$ cat config.mk
export PLATFORM = sky130hd
export DESIGN_NAME = channel_watchdog_blink_code_core_flat
export DESIGN_NICKNAME = d
export VERILOG_FILES = /design/src/hw/rtl/cwbc_pkg.sv /design/src/hw/rtl/cwbc_in_if.sv /design/src/hw/rtl/cwbc_out_if.sv /design/src/hw/rtl/cwbc_div.sv /design/src/hw/rtl/cwbc_dp.sv /design/src/hw/rtl/cwbc_ctrl.sv /design/src/hw/rtl/channel_watchdog_blink_code_core.sv /design/src/flat_wrapper.sv
export SDC_FILE = /design/constraint.sdc
export NUM_CORES = 1
export LEC_CHECK = 0
export ABC_AREA = 1
export BUFFER_PORTS_ARGS = -buffer_cell sky130_fd_sc_hd__buf_4
export CAP_MARGIN = 20
export CORE_ASPECT_RATIO = 0.6
export CORE_UTILIZATION = 40
export DETAILED_ROUTE_END_ITERATION = 8
export PLACE_DENSITY = 0.56
export SYNTH_ARGS = -nofsm -noshare
export SYNTH_HDL_FRONTEND = slang
export SYNTH_SLANG_ARGS = --single-unit
export TNS_END_PERCENT = 100
$ cat constraint.sdc
create_clock -name clk_i -period 4.8 [get_ports clk_i]
set_input_delay 1.44 -clock clk_i [delete_from_list [all_inputs] [get_ports clk_i]]
set_output_delay 1.44 -clock clk_i [all_outputs]
set_load 0.02 [all_outputs]
$ cat src/hw/rtl/cwbc_pkg.sv
// Shared types, constants and lookup tables for the channel watchdog blink code block.
// Used by the channel interfaces, the datapath, the controller and the top level.
// No dependencies.
`timescale 1ns / 1ps
`default_nettype none

package cwbc_pkg;

  // Defaults for the top-level parameters
  localparam int NUM_CHANNELS_DEF = 11;
  localparam int COUNT_WIDTH_DEF  = 12;

  // Fixed field and register widths
  localparam int CHANNEL_W   = 4;
  localparam int TPS_W       = 10;
  localparam int ERR_OUT_W   = 11;
  localparam int SHOWN_OUT_W = 4;
  localparam int TIME_W      = 32;   // span and flash tick counters, divider dividend
  localparam int DVSR_W      = 16;   // widest divisor: tick rate or flash period
  localparam int PROD_W      = 13;   // tick rate times on-window seconds

  localparam logic [TPS_W-1:0] TPS_RESET   = 10'd250;
  localparam int               COUNT_RESET = 2000;

  typedef enum logic {
    FUNC_TICK = 1'b0,
    FUNC_FEED = 1'b1
  } cwbc_func_e;

  typedef enum logic [1:0] {
    DIV_SEC    = 2'd0,   // span ticks / tick rate
    DIV_POS    = 2'd1,   // seconds mod cycle length
    DIV_PERIOD = 2'd2,   // tick rate * window / (2 * flashes)
    DIV_PHASE  = 2'd3    // flash ticks mod flash period
  } cwbc_div_op_e;

  typedef enum logic [3:0] {
    ST_IDLE,
    ST_FEED,
    ST_SWEEP,
    ST_SEC_GO,
    ST_POS_GO,
    ST_PERIOD_GO,
    ST_PHASE_GO,
    ST_DIV_WAIT,
    ST_WINDOW,
    ST_TOGGLE,
    ST_DONE
  } cwbc_state_e;

  typedef struct packed {
    logic       green;
    logic [2:0] cycle;
    logic [2:0] window;
    logic [3:0] flashes;
  } cwbc_pat_t;

  typedef struct packed {
    logic         in_take;
    logic         feed;
    logic         sweep;
    logic         div_start;
    cwbc_div_op_e div_op;
    logic         flash_inc;
    logic         flash_clr;
    logic         led_off;
    logic         led_steady;
    logic         led_flip;
    logic         out_load;
  } cwbc_cmd_t;

  typedef struct packed {
    logic div_done;
    logic win_zero;
    logic in_window;
    logic steady;
    logic phase_zero;
  } cwbc_sts_t;

  localparam cwbc_pat_t HEALTHY_PAT = '{green: 1'b1, cycle: 3'd6, window: 3'd6, flashes: 4'd0};

  // Timeout limit of each channel: calibration channel first
  function automatic logic [8:0] chan_limit(input logic [CHANNEL_W-1:0] idx);
    logic [8:0] lim;
    case (idx)
      4'd0:    lim = 9'd20;
      4'd1:    lim = 9'd200;
      4'd10:   lim = 9'd100;
      default: lim = 9'd500;
    endcase
    return lim;
  endfunction

  // Blink pattern shown for each timed-out channel
  function automatic cwbc_pat_t chan_pat(input logic [CHANNEL_W-1:0] idx);
    cwbc_pat_t p;
    case (idx)
      4'd0:    p = '{green: 1'b0, cycle: 3'd6, window: 3'd0, flashes: 4'd0};
      4'd1:    p = '{green: 1'b0, cycle: 3'd6, window: 3'd0, flashes: 4'd1};
      4'd2:    p = '{green: 1'b0, cycle: 3'd7, window: 3'd5, flashes: 4'd10};
      4'd3:    p = '{green: 1'b0, cycle: 3'd5, window: 3'd3, flashes: 4'd6};
      4'd4:    p = '{green: 1'b0, cycle: 3'd5, window: 3'd3, flashes: 4'd5};
      4'd5:    p = '{green: 1'b0, cycle: 3'd3, window: 3'd2, flashes: 4'd1};
      4'd6:    p = '{green: 1'b0, cycle: 3'd4, window: 3'd2, flashes: 4'd2};
      4'd7:    p = '{green: 1'b0, cycle: 3'd5, window: 3'd3, flashes: 4'd3};
      4'd8:    p = '{green: 1'b0, cycle: 3'd5, window: 3'd3, flashes: 4'd4};
      4'd9:    p = '{green: 1'b1, cycle: 3'd5, window: 3'd5, flashes: 4'd5};
      default: p = '{green: 1'b0, cycle: 3'd6, window: 3'd6, flashes: 4'd6};
    endcase
    return p;
  endfunction

endpackage

`default_nettype wire

$ cat src/hw/rtl/cwbc_in_if.sv
// Input channel of the watchdog block: valid/ready handshake with the item fields.
// Depends on cwbc_pkg.
`timescale 1ns / 1ps
`default_nettype none

interface cwbc_in_if;
  import cwbc_pkg::*;

  logic                 valid;
  logic                 ready;
  logic                 func;
  logic [CHANNEL_W-1:0] channel;
  logic                 calibrated;

  modport source (output valid, func, channel, calibrated, input ready);
  modport sink   (input valid, func, channel, calibrated, output ready);
endinterface

`default_nettype wire

$ cat src/hw/rtl/cwbc_out_if.sv
// Result channel of the watchdog block: valid/ready handshake with the LED and error fields.
// Depends on cwbc_pkg.
`timescale 1ns / 1ps
`default_nettype none

interface cwbc_out_if;
  import cwbc_pkg::*;

  logic                   valid;
  logic                   ready;
  logic                   red_led;
  logic                   green_led;
  logic [ERR_OUT_W-1:0]   error_mask;
  logic [SHOWN_OUT_W-1:0] shown_error;

  modport source (output valid, red_led, green_led, error_mask, shown_error, input ready);
  modport sink   (input valid, red_led, green_led, error_mask, shown_error, output ready);
endinterface

`default_nettype wire

$ cat src/hw/rtl/cwbc_div.sv
// Shared restoring divider, one quotient bit per cycle; results hold until the next start.
// Standalone, no package dependency.
`timescale 1ns / 1ps
`default_nettype none

module cwbc_div #(
  parameter int DVD_W  = 32,
  parameter int DVSR_W = 16
) (
  input  wire logic              clk_i,
  input  wire logic              rst_ni,
  input  wire logic              start_i,
  input  wire logic [DVD_W-1:0]  dividend_i,
  input  wire logic [DVSR_W-1:0] divisor_i,
  output      logic              done_o,
  output      logic [DVD_W-1:0]  quot_o,
  output      logic [DVSR_W-1:0] rem_o
);

  localparam int CNT_W = (DVD_W > 1) ? $clog2(DVD_W) : 1;
  localparam logic [CNT_W-1:0] LAST = CNT_W'(DVD_W - 1);

  logic              busy_q;
  logic [CNT_W-1:0]  cnt_q;
  logic [DVD_W-1:0]  quo_q;
  logic [DVSR_W-1:0] rem_q;
  logic [DVSR_W-1:0] dvsr_q;

  logic [DVSR_W:0]   trial;
  logic              ge;
  logic [DVSR_W-1:0] rem_d;

  // Shift in the next dividend bit, subtract when it fits
  always_comb begin
    trial = {rem_q, quo_q[DVD_W-1]};
    ge    = (trial >= {1'b0, dvsr_q});
    rem_d = ge ? DVSR_W'(trial - {1'b0, dvsr_q}) : trial[DVSR_W-1:0];
  end

  always_ff @(posedge clk_i or negedge rst_ni) begin
    if (!rst_ni) begin
      busy_q <= 1'b0;
      cnt_q  <= '0;
    end else if (start_i) begin
      busy_q <= 1'b1;
      cnt_q  <= '0;
    end else if (busy_q) begin
      cnt_q <= cnt_q + CNT_W'(1);
      if (cnt_q == LAST) begin
        busy_q <= 1'b0;
      end
    end
  end

  always_ff @(posedge clk_i) begin
    if (start_i) begin
      quo_q  <= dividend_i;
      rem_q  <= '0;
      dvsr_q <= divisor_i;
    end else if (busy_q) begin
      quo_q <= {quo_q[DVD_W-2:0], ge};
      rem_q <= rem_d;
    end
  end

  assign done_o = busy_q && (cnt_q == LAST);
  assign quot_o = quo_q;
  assign rem_o  = rem_q;

endmodule

`default_nettype wire

$ cat src/hw/rtl/cwbc_dp.sv
// Datapath: channel counters, error bits, blink timing, LED state and the result register.
// Depends on cwbc_pkg and cwbc_div.
`timescale 1ns / 1ps
`default_nettype none

module cwbc_dp #(
  parameter int NUM_CHANNELS = cwbc_pkg::NUM_CHANNELS_DEF,
  parameter int COUNT_WIDTH  = cwbc_pkg::COUNT_WIDTH_DEF
) (
  input  wire logic                               clk_i,
  input  wire logic                               rst_ni,
  input  wire logic                               cfg_we_i,
  input  wire logic [cwbc_pkg::TPS_W-1:0]         cfg_wdata_i,
  input  wire logic [cwbc_pkg::CHANNEL_W-1:0]     in_channel_i,
  input  wire logic                               in_calibrated_i,
  input  wire cwbc_pkg::cwbc_cmd_t                cmd_i,
  output      cwbc_pkg::cwbc_sts_t                sts_o,
  output      logic                               red_led_o,
  output      logic                               green_led_o,
  output      logic [cwbc_pkg::ERR_OUT_W-1:0]     error_mask_o,
  output      logic [cwbc_pkg::SHOWN_OUT_W-1:0]   shown_error_o
);
  import cwbc_pkg::*;

  localparam int SHOWN_W = $clog2(NUM_CHANNELS + 1);
  localparam logic [SHOWN_W-1:0] HEALTHY_IDX = SHOWN_W'(NUM_CHANNELS);

  logic [TPS_W-1:0]       tps_q;
  logic [CHANNEL_W-1:0]   chan_q;
  logic                   cal_q;
  logic [COUNT_WIDTH-1:0] cnt_q [NUM_CHANNELS];
  logic [COUNT_WIDTH-1:0] cnt_d [NUM_CHANNELS];
  logic [NUM_CHANNELS-1:0] err_q, err_d;
  logic [TIME_W-1:0]      span_q, flash_q;
  logic                   red_q, green_q;
  logic                   red_d, green_d;

  logic [TPS_W-1:0]       tps_eff;
  logic [SHOWN_W-1:0]     shown;
  cwbc_pat_t              pat;
  logic [PROD_W-1:0]      prod;
  logic [DVSR_W-1:0]      period;

  logic                   div_done;
  logic [TIME_W-1:0]      div_quot;
  logic [DVSR_W-1:0]      div_rem;
  logic [TIME_W-1:0]      div_dvd;
  logic [DVSR_W-1:0]      div_dvsr;

  assign tps_eff = (tps_q == '0) ? TPS_W'(1) : tps_q;

  // Lowest-numbered timed-out channel wins
  always_comb begin
    shown = HEALTHY_IDX;
    for (int i = NUM_CHANNELS - 1; i >= 0; i--) begin
      if (err_q[i]) begin
        shown = SHOWN_W'(i);
      end
    end
  end

  assign pat    = (shown == HEALTHY_IDX) ? HEALTHY_PAT : chan_pat(CHANNEL_W'(shown));
  assign prod   = PROD_W'(tps_eff) * PROD_W'(pat.window);
  assign period = (div_quot == '0) ? DVSR_W'(1) : div_quot[DVSR_W-1:0];

  // Divider operand select
  always_comb begin
    case (cmd_i.div_op)
      DIV_SEC: begin
        div_dvd  = span_q;
        div_dvsr = DVSR_W'(tps_eff);
      end
      DIV_POS: begin
        div_dvd  = div_quot;
        div_dvsr = DVSR_W'(pat.cycle);
      end
      DIV_PERIOD: begin
        div_dvd  = TIME_W'(prod);
        div_dvsr = DVSR_W'({pat.flashes, 1'b0});
      end
      DIV_PHASE: begin
        div_dvd  = flash_q;
        div_dvsr = period;
      end
      default: begin
        div_dvd  = span_q;
        div_dvsr = DVSR_W'(tps_eff);
      end
    endcase
  end

  cwbc_div #(
    .DVD_W  (TIME_W),
    .DVSR_W (DVSR_W)
  ) u_div (
    .clk_i      (clk_i),
    .rst_ni     (rst_ni),
    .start_i    (cmd_i.div_start),
    .dividend_i (div_dvd),
    .divisor_i  (div_dvsr),
    .done_o     (div_done),
    .quot_o     (div_quot),
    .rem_o      (div_rem)
  );

  // Feed clears one counter; a sweep advances every channel against its limit
  always_comb begin
    logic [COUNT_WIDTH-1:0] cur;
    err_d = err_q;
    for (int i = 0; i < NUM_CHANNELS; i++) begin
      cnt_d[i] = cnt_q[i];
      cur      = cnt_q[i];
      if (cmd_i.feed && (chan_q == CHANNEL_W'(i))) begin
        cnt_d[i] = '0;
      end
      if (cmd_i.sweep) begin
        if ((i == 0) && cal_q) begin
          cur = '0;
        end
        if (cur > COUNT_WIDTH'(chan_limit(CHANNEL_W'(i)))) begin
          cnt_d[i] = cur;
          err_d[i] = 1'b1;
        end else begin
          cnt_d[i] = cur + COUNT_WIDTH'(1);
          err_d[i] = 1'b0;
        end
      end
    end
  end

  // LED drive updates
  always_comb begin
    red_d   = red_q;
    green_d = green_q;
    if (cmd_i.led_off) begin
      red_d   = 1'b0;
      green_d = 1'b0;
    end else if (cmd_i.led_steady) begin
      red_d   = !pat.green;
      green_d = pat.green;
    end else if (cmd_i.led_flip) begin
      if (pat.green) begin
        green_d = !green_q;
        red_d   = 1'b0;
      end else begin
        red_d   = !red_q;
        green_d = 1'b0;
      end
    end
  end

  always_ff @(posedge clk_i or negedge rst_ni) begin
    if (!rst_ni) begin
      tps_q   <= TPS_RESET;
      err_q   <= '1;
      span_q  <= '0;
      flash_q <= '0;
      red_q   <= 1'b0;
      green_q <= 1'b0;
      for (int i = 0; i < NUM_CHANNELS; i++) begin
        cnt_q[i] <= COUNT_WIDTH'(COUNT_RESET);
      end
    end else begin
      if (cfg_we_i) begin
        tps_q <= cfg_wdata_i;
      end
      err_q <= err_d;
      for (int i = 0; i < NUM_CHANNELS; i++) begin
        cnt_q[i] <= cnt_d[i];
      end
      if (cmd_i.sweep) begin
        span_q <= span_q + TIME_W'(1);
      end
      if (cmd_i.flash_clr) begin
        flash_q <= '0;
      end else if (cmd_i.flash_inc) begin
        flash_q <= flash_q + TIME_W'(1);
      end
      red_q   <= red_d;
      green_q <= green_d;
    end
  end

  // Latch the item and the result payload
  always_ff @(posedge clk_i) begin
    if (cmd_i.in_take) begin
      chan_q <= in_channel_i;
      cal_q  <= in_calibrated_i;
    end
    if (cmd_i.out_load) begin
      red_led_o     <= red_q;
      green_led_o   <= green_q;
      error_mask_o  <= ERR_OUT_W'(err_q);
      shown_error_o <= SHOWN_OUT_W'(shown);
    end
  end

  always_comb begin
    sts_o.div_done   = div_done;
    sts_o.win_zero   = (pat.window == '0);
    sts_o.in_window  = (pat.window == '0) || (div_rem < DVSR_W'(pat.window));
    sts_o.steady     = (pat.window == '0) || (pat.flashes == '0);
    sts_o.phase_zero = (div_rem == '0);
  end

endmodule

`default_nettype wire

$ cat src/hw/rtl/cwbc_ctrl.sv
// Controller: sequences feed, counter sweep and the blink-timing divisions; owns result valid.
// Depends on cwbc_pkg.
`timescale 1ns / 1ps
`default_nettype none

module cwbc_ctrl (
  input  wire logic                 clk_i,
  input  wire logic                 rst_ni,
  input  wire logic                 in_valid_i,
  input  wire logic                 in_func_i,
  output      logic                 in_ready_o,
  input  wire logic                 out_ready_i,
  output      logic                 out_valid_o,
  input  wire cwbc_pkg::cwbc_sts_t  sts_i,
  output      cwbc_pkg::cwbc_cmd_t  cmd_o
);
  import cwbc_pkg::*;

  cwbc_state_e  state_q, state_d;
  cwbc_div_op_e op_q, op_d;
  logic         out_valid_q, out_valid_d;

  always_ff @(posedge clk_i or negedge rst_ni) begin
    if (!rst_ni) begin
      state_q     <= ST_IDLE;
      op_q        <= DIV_SEC;
      out_valid_q <= 1'b0;
    end else begin
      state_q     <= state_d;
      op_q        <= op_d;
      out_valid_q <= out_valid_d;
    end
  end

  always_comb begin
    state_d      = state_q;
    op_d         = op_q;
    cmd_o        = '0;
    cmd_o.div_op = op_q;
    in_ready_o   = 1'b0;
    case (state_q)
      ST_IDLE: begin
        in_ready_o = 1'b1;
        if (in_valid_i) begin
          cmd_o.in_take = 1'b1;
          state_d = (cwbc_func_e'(in_func_i) == FUNC_FEED) ? ST_FEED : ST_SWEEP;
        end
      end
      ST_FEED: begin
        cmd_o.feed = 1'b1;
        state_d    = ST_DONE;
      end
      ST_SWEEP: begin
        cmd_o.sweep = 1'b1;
        state_d     = ST_SEC_GO;
      end
      ST_SEC_GO: begin
        cmd_o.div_start = 1'b1;
        cmd_o.div_op    = DIV_SEC;
        op_d            = DIV_SEC;
        state_d         = ST_DIV_WAIT;
      end
      ST_POS_GO: begin
        cmd_o.div_start = 1'b1;
        cmd_o.div_op    = DIV_POS;
        op_d            = DIV_POS;
        state_d         = ST_DIV_WAIT;
      end
      ST_PERIOD_GO: begin
        cmd_o.div_start = 1'b1;
        cmd_o.div_op    = DIV_PERIOD;
        op_d            = DIV_PERIOD;
        state_d         = ST_DIV_WAIT;
      end
      ST_PHASE_GO: begin
        cmd_o.div_start = 1'b1;
        cmd_o.div_op    = DIV_PHASE;
        op_d            = DIV_PHASE;
        state_d         = ST_DIV_WAIT;
      end
      ST_DIV_WAIT: begin
        if (sts_i.div_done) begin
          case (op_q)
            DIV_SEC:    state_d = sts_i.win_zero ? ST_WINDOW : ST_POS_GO;
            DIV_POS:    state_d = ST_WINDOW;
            DIV_PERIOD: state_d = ST_PHASE_GO;
            DIV_PHASE:  state_d = ST_TOGGLE;
            default:    state_d = ST_DONE;
          endcase
        end
      end
      ST_WINDOW: begin
        if (!sts_i.in_window) begin
          cmd_o.flash_clr = 1'b1;
          cmd_o.led_off   = 1'b1;
          state_d         = ST_DONE;
        end else begin
          cmd_o.flash_inc = 1'b1;
          if (sts_i.steady) begin
            cmd_o.led_steady = 1'b1;
            state_d          = ST_DONE;
          end else begin
            state_d = ST_PERIOD_GO;
          end
        end
      end
      ST_TOGGLE: begin
        cmd_o.led_flip = sts_i.phase_zero;
        state_d        = ST_DONE;
      end
      ST_DONE: begin
        if (!out_valid_q || out_ready_i) begin
          cmd_o.out_load = 1'b1;
          state_d        = ST_IDLE;
        end
      end
      default: begin
        state_d = ST_IDLE;
      end
    endcase
  end

  always_comb begin
    if (cmd_o.out_load) begin
      out_valid_d = 1'b1;
    end else if (out_ready_i) begin
      out_valid_d = 1'b0;
    end else begin
      out_valid_d = out_valid_q;
    end
  end

  assign out_valid_o = out_valid_q;

endmodule

`default_nettype wire

$ cat src/hw/rtl/channel_watchdog_blink_code_core.sv
// Top level of the channel watchdog blink code block: controller, datapath and channel ports.
// Depends on cwbc_pkg, cwbc_in_if, cwbc_out_if, cwbc_ctrl and cwbc_dp.
`timescale 1ns / 1ps
`default_nettype none

// Bank of per-channel lost-signal watchdogs driving a red/green LED blink code. Each input
// transaction is either a feed (clear one channel's counter) or a supervision tick (optionally
// feed the calibration channel, advance every counter against its fixed limit, update the
// error bits, then step the blink pattern of the highest-priority timed-out channel, or the
// healthy pattern). Every input transaction yields exactly one result transaction carrying the
// LED drive, the error mask and the channel being shown. One transaction is worked on at a
// time; a finished result sits in the output register, so the next input transaction can be
// taken while that result waits. A tick whose pattern has no on-window needs only the seconds
// division; otherwise the blink timing needs up to four divisions (seconds, position in the cycle,
// flash period, flash phase), each run on one shared restoring divider that produces one quotient
// bit per cycle. ticks_per_second must be written through cfg_we_i/cfg_wdata_i only while the
// block is idle; the block itself does not enforce this. A value of zero behaves as one.
module channel_watchdog_blink_code_core #(
  parameter int NUM_CHANNELS = cwbc_pkg::NUM_CHANNELS_DEF,
  parameter int COUNT_WIDTH  = cwbc_pkg::COUNT_WIDTH_DEF
) (
  input  wire logic                       clk_i,
  input  wire logic                       rst_ni,
  input  wire logic                       cfg_we_i,
  input  wire logic [cwbc_pkg::TPS_W-1:0] cfg_wdata_i,
  cwbc_in_if.sink                         in_i,
  cwbc_out_if.source                      out_o
);
  import cwbc_pkg::*;

  cwbc_cmd_t cmd;
  cwbc_sts_t sts;

  // Sequencing: handshakes, division launches, LED update commands
  cwbc_ctrl u_ctrl (
    .clk_i       (clk_i),
    .rst_ni      (rst_ni),
    .in_valid_i  (in_i.valid),
    .in_func_i   (in_i.func),
    .in_ready_o  (in_i.ready),
    .out_ready_i (out_o.ready),
    .out_valid_o (out_o.valid),
    .sts_i       (sts),
    .cmd_o       (cmd)
  );

  // Counters, error bits, blink timing and the result payload register
  cwbc_dp #(
    .NUM_CHANNELS (NUM_CHANNELS),
    .COUNT_WIDTH  (COUNT_WIDTH)
  ) u_dp (
    .clk_i           (clk_i),
    .rst_ni          (rst_ni),
    .cfg_we_i        (cfg_we_i),
    .cfg_wdata_i     (cfg_wdata_i),
    .in_channel_i    (in_i.channel),
    .in_calibrated_i (in_i.calibrated),
    .cmd_i           (cmd),
    .sts_o           (sts),
    .red_led_o       (out_o.red_led),
    .green_led_o     (out_o.green_led),
    .error_mask_o    (out_o.error_mask),
    .shown_error_o   (out_o.shown_error)
  );

`ifndef ASSERT_OFF
  // Taking an input transaction must close the input until its work is done
  a_ready_drops: assert property (@(posedge clk_i) disable iff (!rst_ni)
    (in_i.valid && in_i.ready) |=> !in_i.ready)
    else $error("input stayed ready after accepting a transaction");

  // Never overwrite a result that has not been taken
  a_load_free_slot: assert property (@(posedge clk_i) disable iff (!rst_ni)
    cmd.out_load |-> (!out_o.valid || out_o.ready))
    else $error("result register loaded while occupied");

  // A new result appears only from a load of the result register
  a_valid_from_load: assert property (@(posedge clk_i) disable iff (!rst_ni)
    $rose(out_o.valid) |-> $past(cmd.out_load))
    else $error("result valid rose without a load");

  // The divider must not report done straight after a launch
  a_div_launch: assert property (@(posedge clk_i) disable iff (!rst_ni)
    cmd.div_start |=> !sts.div_done)
    else $error("division finished right after launch");
`endif

endmodule

`default_nettype wire

$ cat src/flat_wrapper.sv
// flat-port wrapper written by rule: the top's interface ports become plain ports
module channel_watchdog_blink_code_core_flat import cwbc_pkg::*;
#(
  parameter int NUM_CHANNELS = cwbc_pkg::NUM_CHANNELS_DEF,
  parameter int COUNT_WIDTH  = cwbc_pkg::COUNT_WIDTH_DEF
)
  (clk_i, rst_ni, cfg_we_i, cfg_wdata_i, in_i_valid, in_i_func, in_i_channel, in_i_calibrated, in_i_ready, out_o_valid, out_o_red_led, out_o_green_led, out_o_error_mask, out_o_shown_error, out_o_ready);
  cwbc_in_if in_i_i ();
  cwbc_out_if out_o_i ();
  input  wire logic clk_i;
  input  wire logic rst_ni;
  input  wire logic cfg_we_i;
  input  wire logic [cwbc_pkg::TPS_W-1:0] cfg_wdata_i;
  input wire logic [$bits(in_i_i.valid)-1:0] in_i_valid;
  input wire logic [$bits(in_i_i.func)-1:0] in_i_func;
  input wire logic [$bits(in_i_i.channel)-1:0] in_i_channel;
  input wire logic [$bits(in_i_i.calibrated)-1:0] in_i_calibrated;
  output wire logic [$bits(in_i_i.ready)-1:0] in_i_ready;
  output wire logic [$bits(out_o_i.valid)-1:0] out_o_valid;
  output wire logic [$bits(out_o_i.red_led)-1:0] out_o_red_led;
  output wire logic [$bits(out_o_i.green_led)-1:0] out_o_green_led;
  output wire logic [$bits(out_o_i.error_mask)-1:0] out_o_error_mask;
  output wire logic [$bits(out_o_i.shown_error)-1:0] out_o_shown_error;
  input wire logic [$bits(out_o_i.ready)-1:0] out_o_ready;
  assign in_i_i.valid = in_i_valid;
  assign in_i_i.func = in_i_func;
  assign in_i_i.channel = in_i_channel;
  assign in_i_i.calibrated = in_i_calibrated;
  assign in_i_ready = in_i_i.ready;
  assign out_o_valid = out_o_i.valid;
  assign out_o_red_led = out_o_i.red_led;
  assign out_o_green_led = out_o_i.green_led;
  assign out_o_error_mask = out_o_i.error_mask;
  assign out_o_shown_error = out_o_i.shown_error;
  assign out_o_i.ready = out_o_ready;
  channel_watchdog_blink_code_core #(.NUM_CHANNELS(NUM_CHANNELS), .COUNT_WIDTH(COUNT_WIDTH)) u_core (.clk_i(clk_i), .rst_ni(rst_ni), .cfg_we_i(cfg_we_i), .cfg_wdata_i(cfg_wdata_i), .in_i(in_i_i), .out_o(out_o_i));
endmodule
# Word level (Yosys, flattened, before mapping)
# Memories as Yosys holds them, arrays and structs flattened.
# Index checks and enable logic that the tools add are counted.
# totals
n_memories	1
in_bits	21
regBits	318
mem_bits_ro	176
mem_bits_rw	0
latchBits	0
# op_classes
div	0
magnitude_cmp	13
add_sub_neg	15
multipliers	1
n_eq_ne	42
n_mux	110
reduce_logical	58
bitwise	0
shift	0
# memory_table
memory	words	width	rd	rd_ports_with_merged_regs	wr	line	source
(name not given)	16	11	1	0	0	cwbc_pkg.sv:97	case (idx)
# ops
op	n
$mux W12	35
$add A12 B1 Y12 const B	11
$gt A12 B9 Y1	11
$mux W32	4
$pmux W32 S3	1
$add A32 B1 Y32 const B	2
$pmux W16 S4	1
$mux W4	15
$mux W1	36
$mux W9	4
$eq A4 B3 Y1 const B	8
$logic_not A32 Y1	1
$mux W16	2
$eq A4 B4 Y1 const B	7
$ne A2 B2 Y1 const B	14
$pmux W4 S7	1
$reduce_bool A2 Y1	14
$reduce_and A2 Y1	11
$ge A17 B16 Y1	1
$eq A4 B2 Y1 const B	4
$logic_not A16 Y1	1
$lt A16 B3 Y1	1
$pmux W4 S4	1
$sub A16 B16 Y16	1
24 further kinds	52

# Longest topological paths before layout
# Gate-level depths: netlist of run 1.
# depth
word_depth	20
depth_mapped	33

# By module
# Synthesis of run 1 repeated with hierarchy kept, for this count alone.
# hier_totals
cells_unflattened	2260
hier_area_um2	18202.5
# modules_own_cells
mod	cells_per_inst	area_each_um2	n_inst	seq_area_each_um2
cwbc_dp	1658	13633.1	1	6244.7
cwbc_div	507	3981.3	1	1911.8
cwbc_ctrl	95	588.1	1	175.2

# Worst setup path before layout of run 1
# OpenSTA, ideal clock, no wires.
# synth_timing
path_kind	register to register
start	register u_core.u_dp.err_q[9]
end	register u_core.u_dp.u_div.quo_q[12] (netlist: u_core.u_dp.u_div.quot_o[12]), data pin
t_arrival_ns	3.952
t_required_ns	4.539
setup_ns	0.261
stages_incl_launch_ff	33
path_buffers	0
setup_slack_ns	0.588
path_cell_list	dfstp_2 -> inv_1 -> nand2_1 -> nand2_1 -> nand2_1 -> nand2_1 -> nand2_1 -> nand2_1 -> nand2_1 -> nand2_1 -> nand2_1 -> nand2_1 -> inv_1 -> ha_1 -> inv_1 -> nand2_1 -> nand2_1 -> nand2_1 -> inv_1 -> nand2_1 -> nand2_1 -> fa_1 -> inv_1 -> ha_1 -> fa_1 -> a21oi_1 -> nor2_1 -> o21ai_0 -> nand2_1 -> a21oi_1 -> nor2_1 -> o21ai_0 -> a21oi_1
# synth_via
elab_chain_cells	15
elab_cells_between_ends	16
cone_classes	mul (1); eq/ne (1); mux (13); memory (1)
# synth_rtl
element	line	source
from (decl)	cwbc_dp.sv:33	logic [NUM_CHANNELS-1:0] err_q, err_d;
from (signal assigned)	cwbc_dp.sv:167	err_q <= err_d;
$mux W2 (*) (2 in a row)	cwbc_dp.sv:56	if (err_q[i]) begin
$mux W4 (*) (8 in a row)	cwbc_dp.sv:56	
named net u_core.u_dp.shown[0]	cwbc_dp.sv:39	logic [SHOWN_W-1:0] shown;
$mem_v2 Z16 W11 or $eq A4 B4 Y1 (tied branches)	n/a	
$mux W11 (*)	cwbc_dp.sv:62	assign pat = (shown == HEALTHY_IDX) ? HEALTHY_PAT : chan_pat(CHANNEL_W'(shown));
$mul A10 B3 Y13 (*)	cwbc_dp.sv:63	assign prod = PROD_W'(tps_eff) * PROD_W'(pat.window);
$pmux W32 S3 (*)	cwbc_dp.sv:68	case (cmd_i.div_op)
$mux W32 (*)	cwbc_div.sv:56	if (start_i) begin
to (signal assigned)	cwbc_div.sv:57	quo_q <= dividend_i;
to (signal assigned)	cwbc_div.sv:61	quo_q <= {quo_q[DVD_W-2:0], ge};
to (decl)	cwbc_div.sv:25	logic [DVD_W-1:0] quo_q;
# Mark *: on every way through the listed nets, which the timed path passes. The rest lies on a longest branch.
# A chain may end at the register's enable or synchronous reset.

# Worst setup path in the final report of run 1
# Same ends and word-level chain as after synthesis.

==> metrics.txt, run 1 <==
# TYPE chip_impl_metric gauge
chip_impl_info{name="run_status",value="finished, final reports clean"} 1
chip_impl_info{name="rsz0062_at_grt",value="no"} 1
chip_impl_metric{name="critPathMaxFanout",unit=""} 5
chip_impl_metric{name="flow.area_growth_from_synthesis",unit="%"} 13.45
chip_impl_metric{name="number_of_global_route_vias_before_repair",unit=""} 12840
chip_impl_metric{name="synth_warnings",unit=""} 0
chip_impl_info{name="cts_root_buf",value="clkbuf_16"} 1
chip_impl_info{name="end_kind",value="flip-flop"} 1
chip_impl_metric{name="clk_pin_slew_worst_paths",unit="ns"} 0.07
chip_impl_metric{name="synth-edff-count",unit=""} 70
chip_impl_metric{name="dr_drc_count",unit=""} 0
chip_impl_metric{name="global_route.usage.total",unit=""} 0.2061
chip_impl_metric{name="clock_skew",unit="ns"} 0.02338
chip_impl_metric{name="design.die.area",unit="mm²"} 0.04379
chip_impl_info{name="leading_area_contributor_after_synthesis",value="dfrtp_1"} 1
chip_impl_metric{name="yosys.cell_types.count",unit=""} 63
chip_impl_metric{name="static-leakage-power",unit="nW"} 8.468
chip_impl_metric{name="p_per_cell_area",unit="mW/mm²"} 304.8
chip_impl_metric{name="placed_cells_incl_taps",unit=""} 2628
chip_impl_metric{name="ys_seq_area_frac",unit=""} 0.4852
chip_impl_metric{name="slew_headroom",unit=""} 0.3608
chip_impl_metric{name="grt_antenna_before_repair",unit=""} 0
chip_impl_metric{name="gp_congestion",unit=""} 0.9073
chip_impl_metric{name="yosys.area.top_type_share",unit=""} 0.2172
chip_impl_metric{name="fill_cells",unit=""} 4109
chip_impl_info{name="worstHoldPathType",value="reg2reg"} 1
chip_impl_metric{name="route.antenna.remaining_nets",unit=""} 0
chip_impl_metric{name="finalHoldViolCount",unit=""} 0
chip_impl_metric{name="max-clock-path-buffers",unit=""} 3
chip_impl_metric{name="syn-num-nets",unit=""} 2131
chip_impl_metric{name="synth_area",unit="mm²"} 0.01717
chip_impl_info{name="worst_setup_path_type",value="reg2reg"} 1
chip_impl_metric{name="postRouteWirelength",unit="mm"} 44.13
chip_impl_metric{name="finalNonFillerCells",unit=""} 2696
chip_impl_metric{name="cts_num_sinks",unit=""} 318
chip_impl_metric{name="worst_skew_pair.late_latency",unit="ns"} 0.54
chip_impl_metric{name="async_reset_ff_frac",unit=""} 0.7296
chip_impl_metric{name="htreeDepth",unit=""} 2
chip_impl_metric{name="ff_latch_area",unit="mm²"} 0.008332
chip_impl_metric{name="detailroute.via_count",unit=""} 13726
chip_impl_metric{name="wl_per_cell",unit="µm"} 16.37
chip_impl_metric{name="maxcap_violations",unit=""} 0
chip_impl_metric{name="synth_cells",unit=""} 2041
chip_impl_metric{name="cts_hold_buffers",unit=""} 0
chip_impl_metric{name="grt_max_degree",unit=""} 104
chip_impl_metric{name="antennaDiodeCount",unit=""} 0
chip_impl_metric{name="footprint_of_the_multi_input_gates",unit="mm²"} 0.007490
chip_impl_info{name="timing.critical_path.slowest_stage_cell",value="fa_1"} 1
chip_impl_info{name="critical_path.top_delay_family",value="adder cells"} 1
chip_impl_metric{name="grt_pass1_wl",unit="mm"} 71.70
chip_impl_info{name="top_count_cell_post_synth",value="nand2_1"} 1
chip_impl_metric{name="timing.final.setup_violations",unit=""} 0
chip_impl_info{name="clock_tree_from_tritoncts",value="yes"} 1
chip_impl_metric{name="core-area",unit="mm²"} 0.04209
chip_impl_metric{name="final_layout_size_suffix_gt1_frac",unit=""} 0.1378
chip_impl_metric{name="place.port_buffers",unit=""} 39
chip_impl_metric{name="synth.ff_latch_count",unit=""} 318
chip_impl_metric{name="dp_hpwl",unit="mm"} 32.48
chip_impl_metric{name="start_util",unit=""} 0.4079
chip_impl_info{name="yosys-top-cells-area",value="dfrtp_1 (22%), dfstp_2 (13%), edfxtp_1 (12%)"} 1
chip_impl_info{name="synth_commonest_cells",value="nand2_1 (396), inv_1 (323), nor2_1 (209)"} 1
chip_impl_metric{name="final.period_utilization",unit=""} 0.9079
chip_impl_metric{name="postSynthAreaPerCell",unit="µm²"} 8.413
chip_impl_info{name="critPathLaunchType",value="flip-flop"} 1
chip_impl_metric{name="design.portCount",unit=""} 40
chip_impl_info{name="timing.critical_path.mode_cell",value="nand2_1"} 1
chip_impl_metric{name="tritoncts_buffer_count",unit=""} 35
chip_impl_metric{name="detailedRoute.firstIterationViolations",unit=""} 1382
chip_impl_metric{name="min_period",unit="ns"} 4.358
chip_impl_metric{name="dr.pass1.iters",unit=""} 5
chip_impl_metric{name="fin_tns_setup",unit="ns"} 0
chip_impl_metric{name="post_drt_via_cell_ratio",unit=""} 5.091
chip_impl_metric{name="nets",unit=""} 2189
chip_impl_metric{name="peakVddDrop",unit="V"} 0.0002186
chip_impl_metric{name="timing.critical_path.buf_inv",unit=""} 5
chip_impl_metric{name="crit_path_max_incr_delay",unit="ns"} 0.54
chip_impl_metric{name="max_clock_freq",unit="MHz"} 229.5
chip_impl_metric{name="timing.critical_path.required",unit="ns"} 5.08
chip_impl_metric{name="grt-ovfl-total",unit=""} 0
chip_impl_info{name="synth-main-ff-cell",value="dfrtp_1"} 1
chip_impl_metric{name="cp.arrival",unit="ns"} 4.64
chip_impl_metric{name="slew_violations",unit=""} 0
chip_impl_metric{name="rows",unit=""} 58
chip_impl_metric{name="die_w",unit="µm"} 269.5
chip_impl_metric{name="max_slew.worst_pin.slew",unit="ns"} 0.9565
chip_impl_metric{name="vert_die_dim",unit="µm"} 162.5
==> per-layer routing <==
metal	vias to the layer above	global-route usage	part of all wire
met5	-	0	0
met4	0	0.04158	0.016
met3	49	0.05322	0.075
met2	342	0.2603	0.36
met1	6462	0.3392	0.55
li1	6873	-	-
==> sequential cells by signal, summed over array words and instances, names as in the netlist <==
| name | cells |
|---|---|
| u_core.u_dp.u_div.busy_q | 1 |
| u_core.u_dp.cnt_q | 132 |
| u_core.u_dp.err_q | 11 |
| u_core.u_ctrl.out_valid_o | 1 |
| u_core.u_dp.red_led_o | 1 |
| u_core.u_ctrl.state_q | 4 |
| u_core.u_dp.green_led_o | 1 |
| u_core.u_dp.span_q | 32 |
| u_core.u_dp.green_q | 1 |
| u_core.u_dp.flash_q | 32 |
| u_core.u_dp.cal_q | 1 |
| u_core.u_dp.chan_q | 4 |
| u_core.u_dp.shown_error_o | 4 |
| u_core.u_ctrl.op_q | 2 |
| u_core.u_dp.red_q | 1 |
| u_core.u_dp.tps_q | 10 |
| u_core.u_dp.u_div.rem_o | 16 |
| u_core.u_dp.u_div.dvsr_q | 16 |
| u_core.u_dp.u_div.quot_o | 32 |
| u_core.u_dp.error_mask_o | 11 |
| u_core.u_dp.u_div.cnt_q | 5 |
==> cell usage in the layout, fill, tap and decap left out, types with 6 or more instances in the layout <==
master and instances:
a21oi_1 100, a31oi_1 32, buf_4 48, clkbuf_16 38, dfrtp_1 149, dfstp_2 83
dfxtp_1 16, edfxtp_1 70, fa_1 9, ha_1 56, inv_1 319, inv_2 22
nand2_1 394, nand2_2 11, nand3_1 82, nand4_1 46, nor2_1 208, nor2_2 19
nor3_1 65, nor3_2 11, nor3b_1 6, nor4_1 26, o211ai_1 19, o21a_1 11
o21ai_0 101, o21ai_1 9, o22ai_1 7, or2_2 7, xnor2_1 17, xor2_1 37
==> final cells by class <==
| type | count | share of cell area |
|---|---|---|
| Sequential cell | 318 | 0.4277 |
| Multi-Input combinational cell | 1352 | 0.3845 |
| Inverter | 341 | 0.06571 |
| Clock buffer | 43 | 0.05132 |
| Tap cell | 570 | 0.03661 |
| Timing Repair Buffer | 51 | 0.02132 |
| Clock inverter | 21 | 0.01285 |
==> timing repair <==
| action | 4_1_cts | 5_1_grt |
|---|---|---|
| setup buffers | 0 | 3 |
| gates resized for setup | 0 | 22 |
| endpoints found under the setup margin | 0 | 9 |
==> worst register-to-register path: cells and delay by family, from the launching register on <==
kind	cells	cell delay, ns
fa+ha+maj	4	1.34
simple gates	18	1.26
compound gates	5	0.61
flops	1	0.53
buf+inv	5	0.34
==> report_power, final <==
group	switching, mW	total (mW)	internal (mW)
Sequential	0.0127	2.78	2.77
Clock	1.18	2.94	1.76
Combinational	0.145	0.218	0.0732
Total	1.33	5.94	4.60
==> final timing paths <==
| kind | start | end | slack (ns) | cells past startpoint |
|---|---|---|---|---|
| min reg2reg | u_core.u_dp.cnt_q[34] | u_core.u_dp.cnt_q[34] | 0.44 | 2 |
| max | u_core.u_dp.err_q[9] | u_core.u_dp.u_div.quot_o[12] | 0.44 | 32 |
| max in group asynchronous | rst_ni | u_core.u_dp.cnt_q[57] | 2.91 | 2 |
| max reg2reg | u_core.u_dp.err_q[9] | u_core.u_dp.u_div.quot_o[12] | 0.44 | 32 |
| min | u_core.u_dp.cnt_q[34] | u_core.u_dp.cnt_q[34] | 0.44 | 2 |
| min in group asynchronous | rst_ni | u_core.u_dp.cnt_q[71] | 0.94 | 1 |
==> metrics by stage <==
| stage | area, µm² | setup WS (ns) | hold WS (ns) | util | total power, mW |
|---|---|---|---|---|---|
| after floorplan | 17170 | 0.5879 | 0.4239 | - | 2.936 |
| after global placement | 18140 | 0.1226 | 0.4308 | 0.4310 | 3.035 |
| after detailed placement | 18140 | 0.04489 | 0.4316 | 0.4310 | 3.037 |
| after CTS | 19390 | 0.003644 | 0.4418 | 0.4607 | 6.002 |
| after global routing | 19480 | 0.01323 | 0.4638 | 0.4628 | 6.151 |
| final | 19480 | 0.4421 | 0.4397 | 0.4628 | 5.937 |
==> kinds of logic after synthesis <==
kind of cell             count (synthesis)  synth area share
buffers and inverters                  372           0.08263
AO/OA/AOI/OAI                          325            0.1103
AND/OR/NAND/NOR                        901            0.2383
flip-flops                             318            0.4852
XOR/XNOR                                54           0.02754
multiplexers                             2          0.001312
adder cells (fa/ha/maj)                 69           0.05465
Note: power is estimated with default switching activity, not from simulation.
==> run 2: changes to the inputs <==
CTS_CLUSTER_SIZE = 28   (was unset)
PLACE_DENSITY = unset   (was 0.56)
PLACE_DENSITY_LB_ADDON = 0.15   (was unset)
SKIP_CTS_REPAIR_TIMING = 1   (was unset)
==> metrics.txt, run 2 (synthesized netlist as in run 1, its figures left out) <==
# TYPE chip_impl_metric gauge
chip_impl_metric{name="grt_max_degree",unit=""} 78
chip_impl_metric{name="flow.area_growth_from_synthesis",unit="%"} 12.56
chip_impl_metric{name="post_drt_via_cell_ratio",unit=""} 5.148
chip_impl_metric{name="footprint_of_the_multi_input_gates",unit="mm²"} 0.007478
chip_impl_metric{name="nets",unit=""} 2190
chip_impl_metric{name="grt_pass1_wl",unit="mm"} 71.19
chip_impl_metric{name="max_clock_freq",unit="MHz"} 228.5
chip_impl_metric{name="grt-ovfl-total",unit=""} 0
chip_impl_metric{name="critPathMaxFanout",unit=""} 7
chip_impl_metric{name="place.port_buffers",unit=""} 39
chip_impl_info{name="worst_setup_path_type",value="reg2reg"} 1
chip_impl_metric{name="timing.critical_path.required",unit="ns"} 5.09
chip_impl_metric{name="route.antenna.remaining_nets",unit=""} 0
chip_impl_metric{name="antennaDiodeCount",unit=""} 0
chip_impl_metric{name="detailroute.via_count",unit=""} 13873
chip_impl_metric{name="core-area",unit="mm²"} 0.04209
chip_impl_info{name="run_status",value="finished, final reports clean"} 1
chip_impl_metric{name="place_ws",unit="ns"} 0.1088
chip_impl_info{name="timing.critical_path.mode_cell",value="nand2_1"} 1
chip_impl_info{name="end_kind",value="flip-flop"} 1
chip_impl_metric{name="static-leakage-power",unit="nW"} 8.409
chip_impl_metric{name="postRouteWirelength",unit="mm"} 44.03
chip_impl_metric{name="fill_cells",unit=""} 4141
chip_impl_metric{name="timing.final.setup_violations",unit=""} 0
chip_impl_metric{name="dr.pass1.iters",unit=""} 5
chip_impl_info{name="clock_tree_from_tritoncts",value="yes"} 1
chip_impl_info{name="critPathLaunchType",value="flip-flop"} 1
chip_impl_metric{name="min_period",unit="ns"} 4.376
chip_impl_metric{name="worst_skew_pair.late_latency",unit="ns"} 0.53
chip_impl_metric{name="number_of_global_route_vias_before_repair",unit=""} 12822
chip_impl_info{name="timing.critical_path.slowest_stage_cell",value="fa_1"} 1
chip_impl_metric{name="max_slew.worst_pin.slew",unit="ns"} 1.002
chip_impl_metric{name="crit_path_max_incr_delay",unit="ns"} 0.54
chip_impl_metric{name="cp.arrival",unit="ns"} 4.66
chip_impl_metric{name="die_w",unit="µm"} 269.5
chip_impl_metric{name="design.portCount",unit=""} 40
chip_impl_metric{name="clock_skew",unit="ns"} 0.01938
chip_impl_metric{name="start_util",unit=""} 0.4079
chip_impl_info{name="mostFrequentLayoutCell",value="nand2_1"} 1
chip_impl_metric{name="slew_violations",unit=""} 0
chip_impl_metric{name="peakVddDrop",unit="V"} 0.0001644
chip_impl_metric{name="max-clock-path-buffers",unit=""} 3
chip_impl_metric{name="design.die.area",unit="mm²"} 0.04379
chip_impl_info{name="most_flops_register",value="u_core.u_dp.cnt_q"} 1
chip_impl_metric{name="tritoncts_buffer_count",unit=""} 34
chip_impl_metric{name="power_switching",unit="mW"} 1.250
chip_impl_metric{name="dr_drc_count",unit=""} 0
chip_impl_metric{name="grt_antenna_before_repair",unit=""} 1
chip_impl_metric{name="power.combinational.fraction",unit=""} 0.039
chip_impl_metric{name="p_int",unit="mW"} 4.354
chip_impl_metric{name="rows",unit=""} 58
chip_impl_metric{name="wl_per_cell",unit="µm"} 16.34
chip_impl_metric{name="finalHoldViolCount",unit=""} 0
chip_impl_metric{name="dp_hpwl",unit="mm"} 33.17
chip_impl_metric{name="hold_path_depth",unit=""} 2
chip_impl_metric{name="cts_num_sinks",unit=""} 318
chip_impl_metric{name="p_seq_frac",unit=""} 0.496
chip_impl_metric{name="ff_latch_area",unit="mm²"} 0.008332
chip_impl_metric{name="clk_pin_slew_worst_paths",unit="ns"} 0.06
chip_impl_metric{name="register_to_register_path_depth",unit=""} 32
chip_impl_metric{name="maxcap_violations",unit=""} 0
chip_impl_metric{name="final.setup.worst_slack",unit="ns"} 0.4240
chip_impl_metric{name="htreeDepth",unit=""} 2
chip_impl_metric{name="fin_area",unit="mm²"} 0.01933
chip_impl_metric{name="final.period_utilization",unit=""} 0.9117
chip_impl_metric{name="dpl_cell_area",unit="mm²"} 0.01814
chip_impl_metric{name="slew_headroom",unit=""} 0.3314
chip_impl_metric{name="p_per_cell_area",unit="mW/mm²"} 289.9
chip_impl_metric{name="detailedRoute.firstIterationViolations",unit=""} 1305
chip_impl_metric{name="vert_die_dim",unit="µm"} 162.5
chip_impl_metric{name="gp_congestion",unit=""} 0.9002
chip_impl_info{name="worstHoldPathType",value="reg2reg"} 1
chip_impl_metric{name="global_route.usage.total",unit=""} 0.2047
chip_impl_metric{name="final_layout_size_suffix_gt1_frac",unit=""} 0.1351
chip_impl_metric{name="fin_hold_ws",unit="ns"} 0.4423
chip_impl_info{name="layout_common_cells",value="nand2_1 (392), inv_1 (321), nor2_1 (208)"} 1
chip_impl_metric{name="clkPwrFrac",unit=""} 0.465
chip_impl_metric{name="power.switching_fraction",unit=""} 0.2230
chip_impl_metric{name="largest_register_ffs",unit=""} 132
chip_impl_info{name="cts_root_buf",value="clkbuf_16"} 1
==> run 2: layout make-up <==
cell class	count	share of cell area
clock buffers	55	0.05490
repair buffers	54	0.02201
clock inverters	6	0.001813
inverters	341	0.06636
flip-flops and latches	318	0.4311
multi-input cells	1351	0.3869
well taps	570	0.03690
==> run 2: path summary, 6_finish.rpt <==
check | from | to | slack, ns
hold reg to reg | u_core.u_dp.cnt_q[118] | u_core.u_dp.cnt_q[118] | 0.44
setup / recovery | u_core.u_dp.err_q[9] | u_core.u_dp.u_div.quot_o[12] | 0.42
setup reg to reg | u_core.u_dp.err_q[9] | u_core.u_dp.u_div.quot_o[12] | 0.42
hold / removal | u_core.u_dp.cnt_q[118] | u_core.u_dp.cnt_q[118] | 0.44
max in group asynchronous | rst_ni | u_core.u_dp.tps_q[4] | 2.87
min in group asynchronous | rst_ni | u_core.u_dp.cnt_q[14] | 0.87
==> run 2: stage by stage <==
stage	TNS (ns)	instances	total power, mW	utilization
after detailed placement	0	2630	3.039	0.4310
after CTS	0	2691	5.672	0.4571
after floorplan	0	2041	2.936	-
after global routing	-0.008430	2695	5.829	0.4592
final	0	2695	5.604	0.4592
after global placement	0	2630	3.037	0.4310
==> run 2: power by group through the flow <==
stage,registers [mW],logic [mW],clock network (mW)
after detailed placement,2.83,0.210,0
final,2.78,0.216,2.61
after CTS,2.78,0.210,2.68
after global placement,2.83,0.207,0
after global routing,2.78,0.248,2.80
after floorplan,2.82,0.111,0
==> run 2: worst max-delay path: cells and delay by family, from the launching register on <==
kind	cells	cell delay, ns
AOI/OAI and AO/OA	5	0.66
adders and majority gates	4	1.36
buffers and inverters	5	0.34
DFF	1	0.52
and+or+nand+nor	18	1.26
==> run 2: routing by layer <==
metal  vias up  global-route usage  wire length [µm]
met5         -                   0                 0
met4         0             0.03719               510
met3        40             0.03435              3208
met2       367              0.2649             16380
met1      6585              0.3449             23930
li1       6881                   -                 -
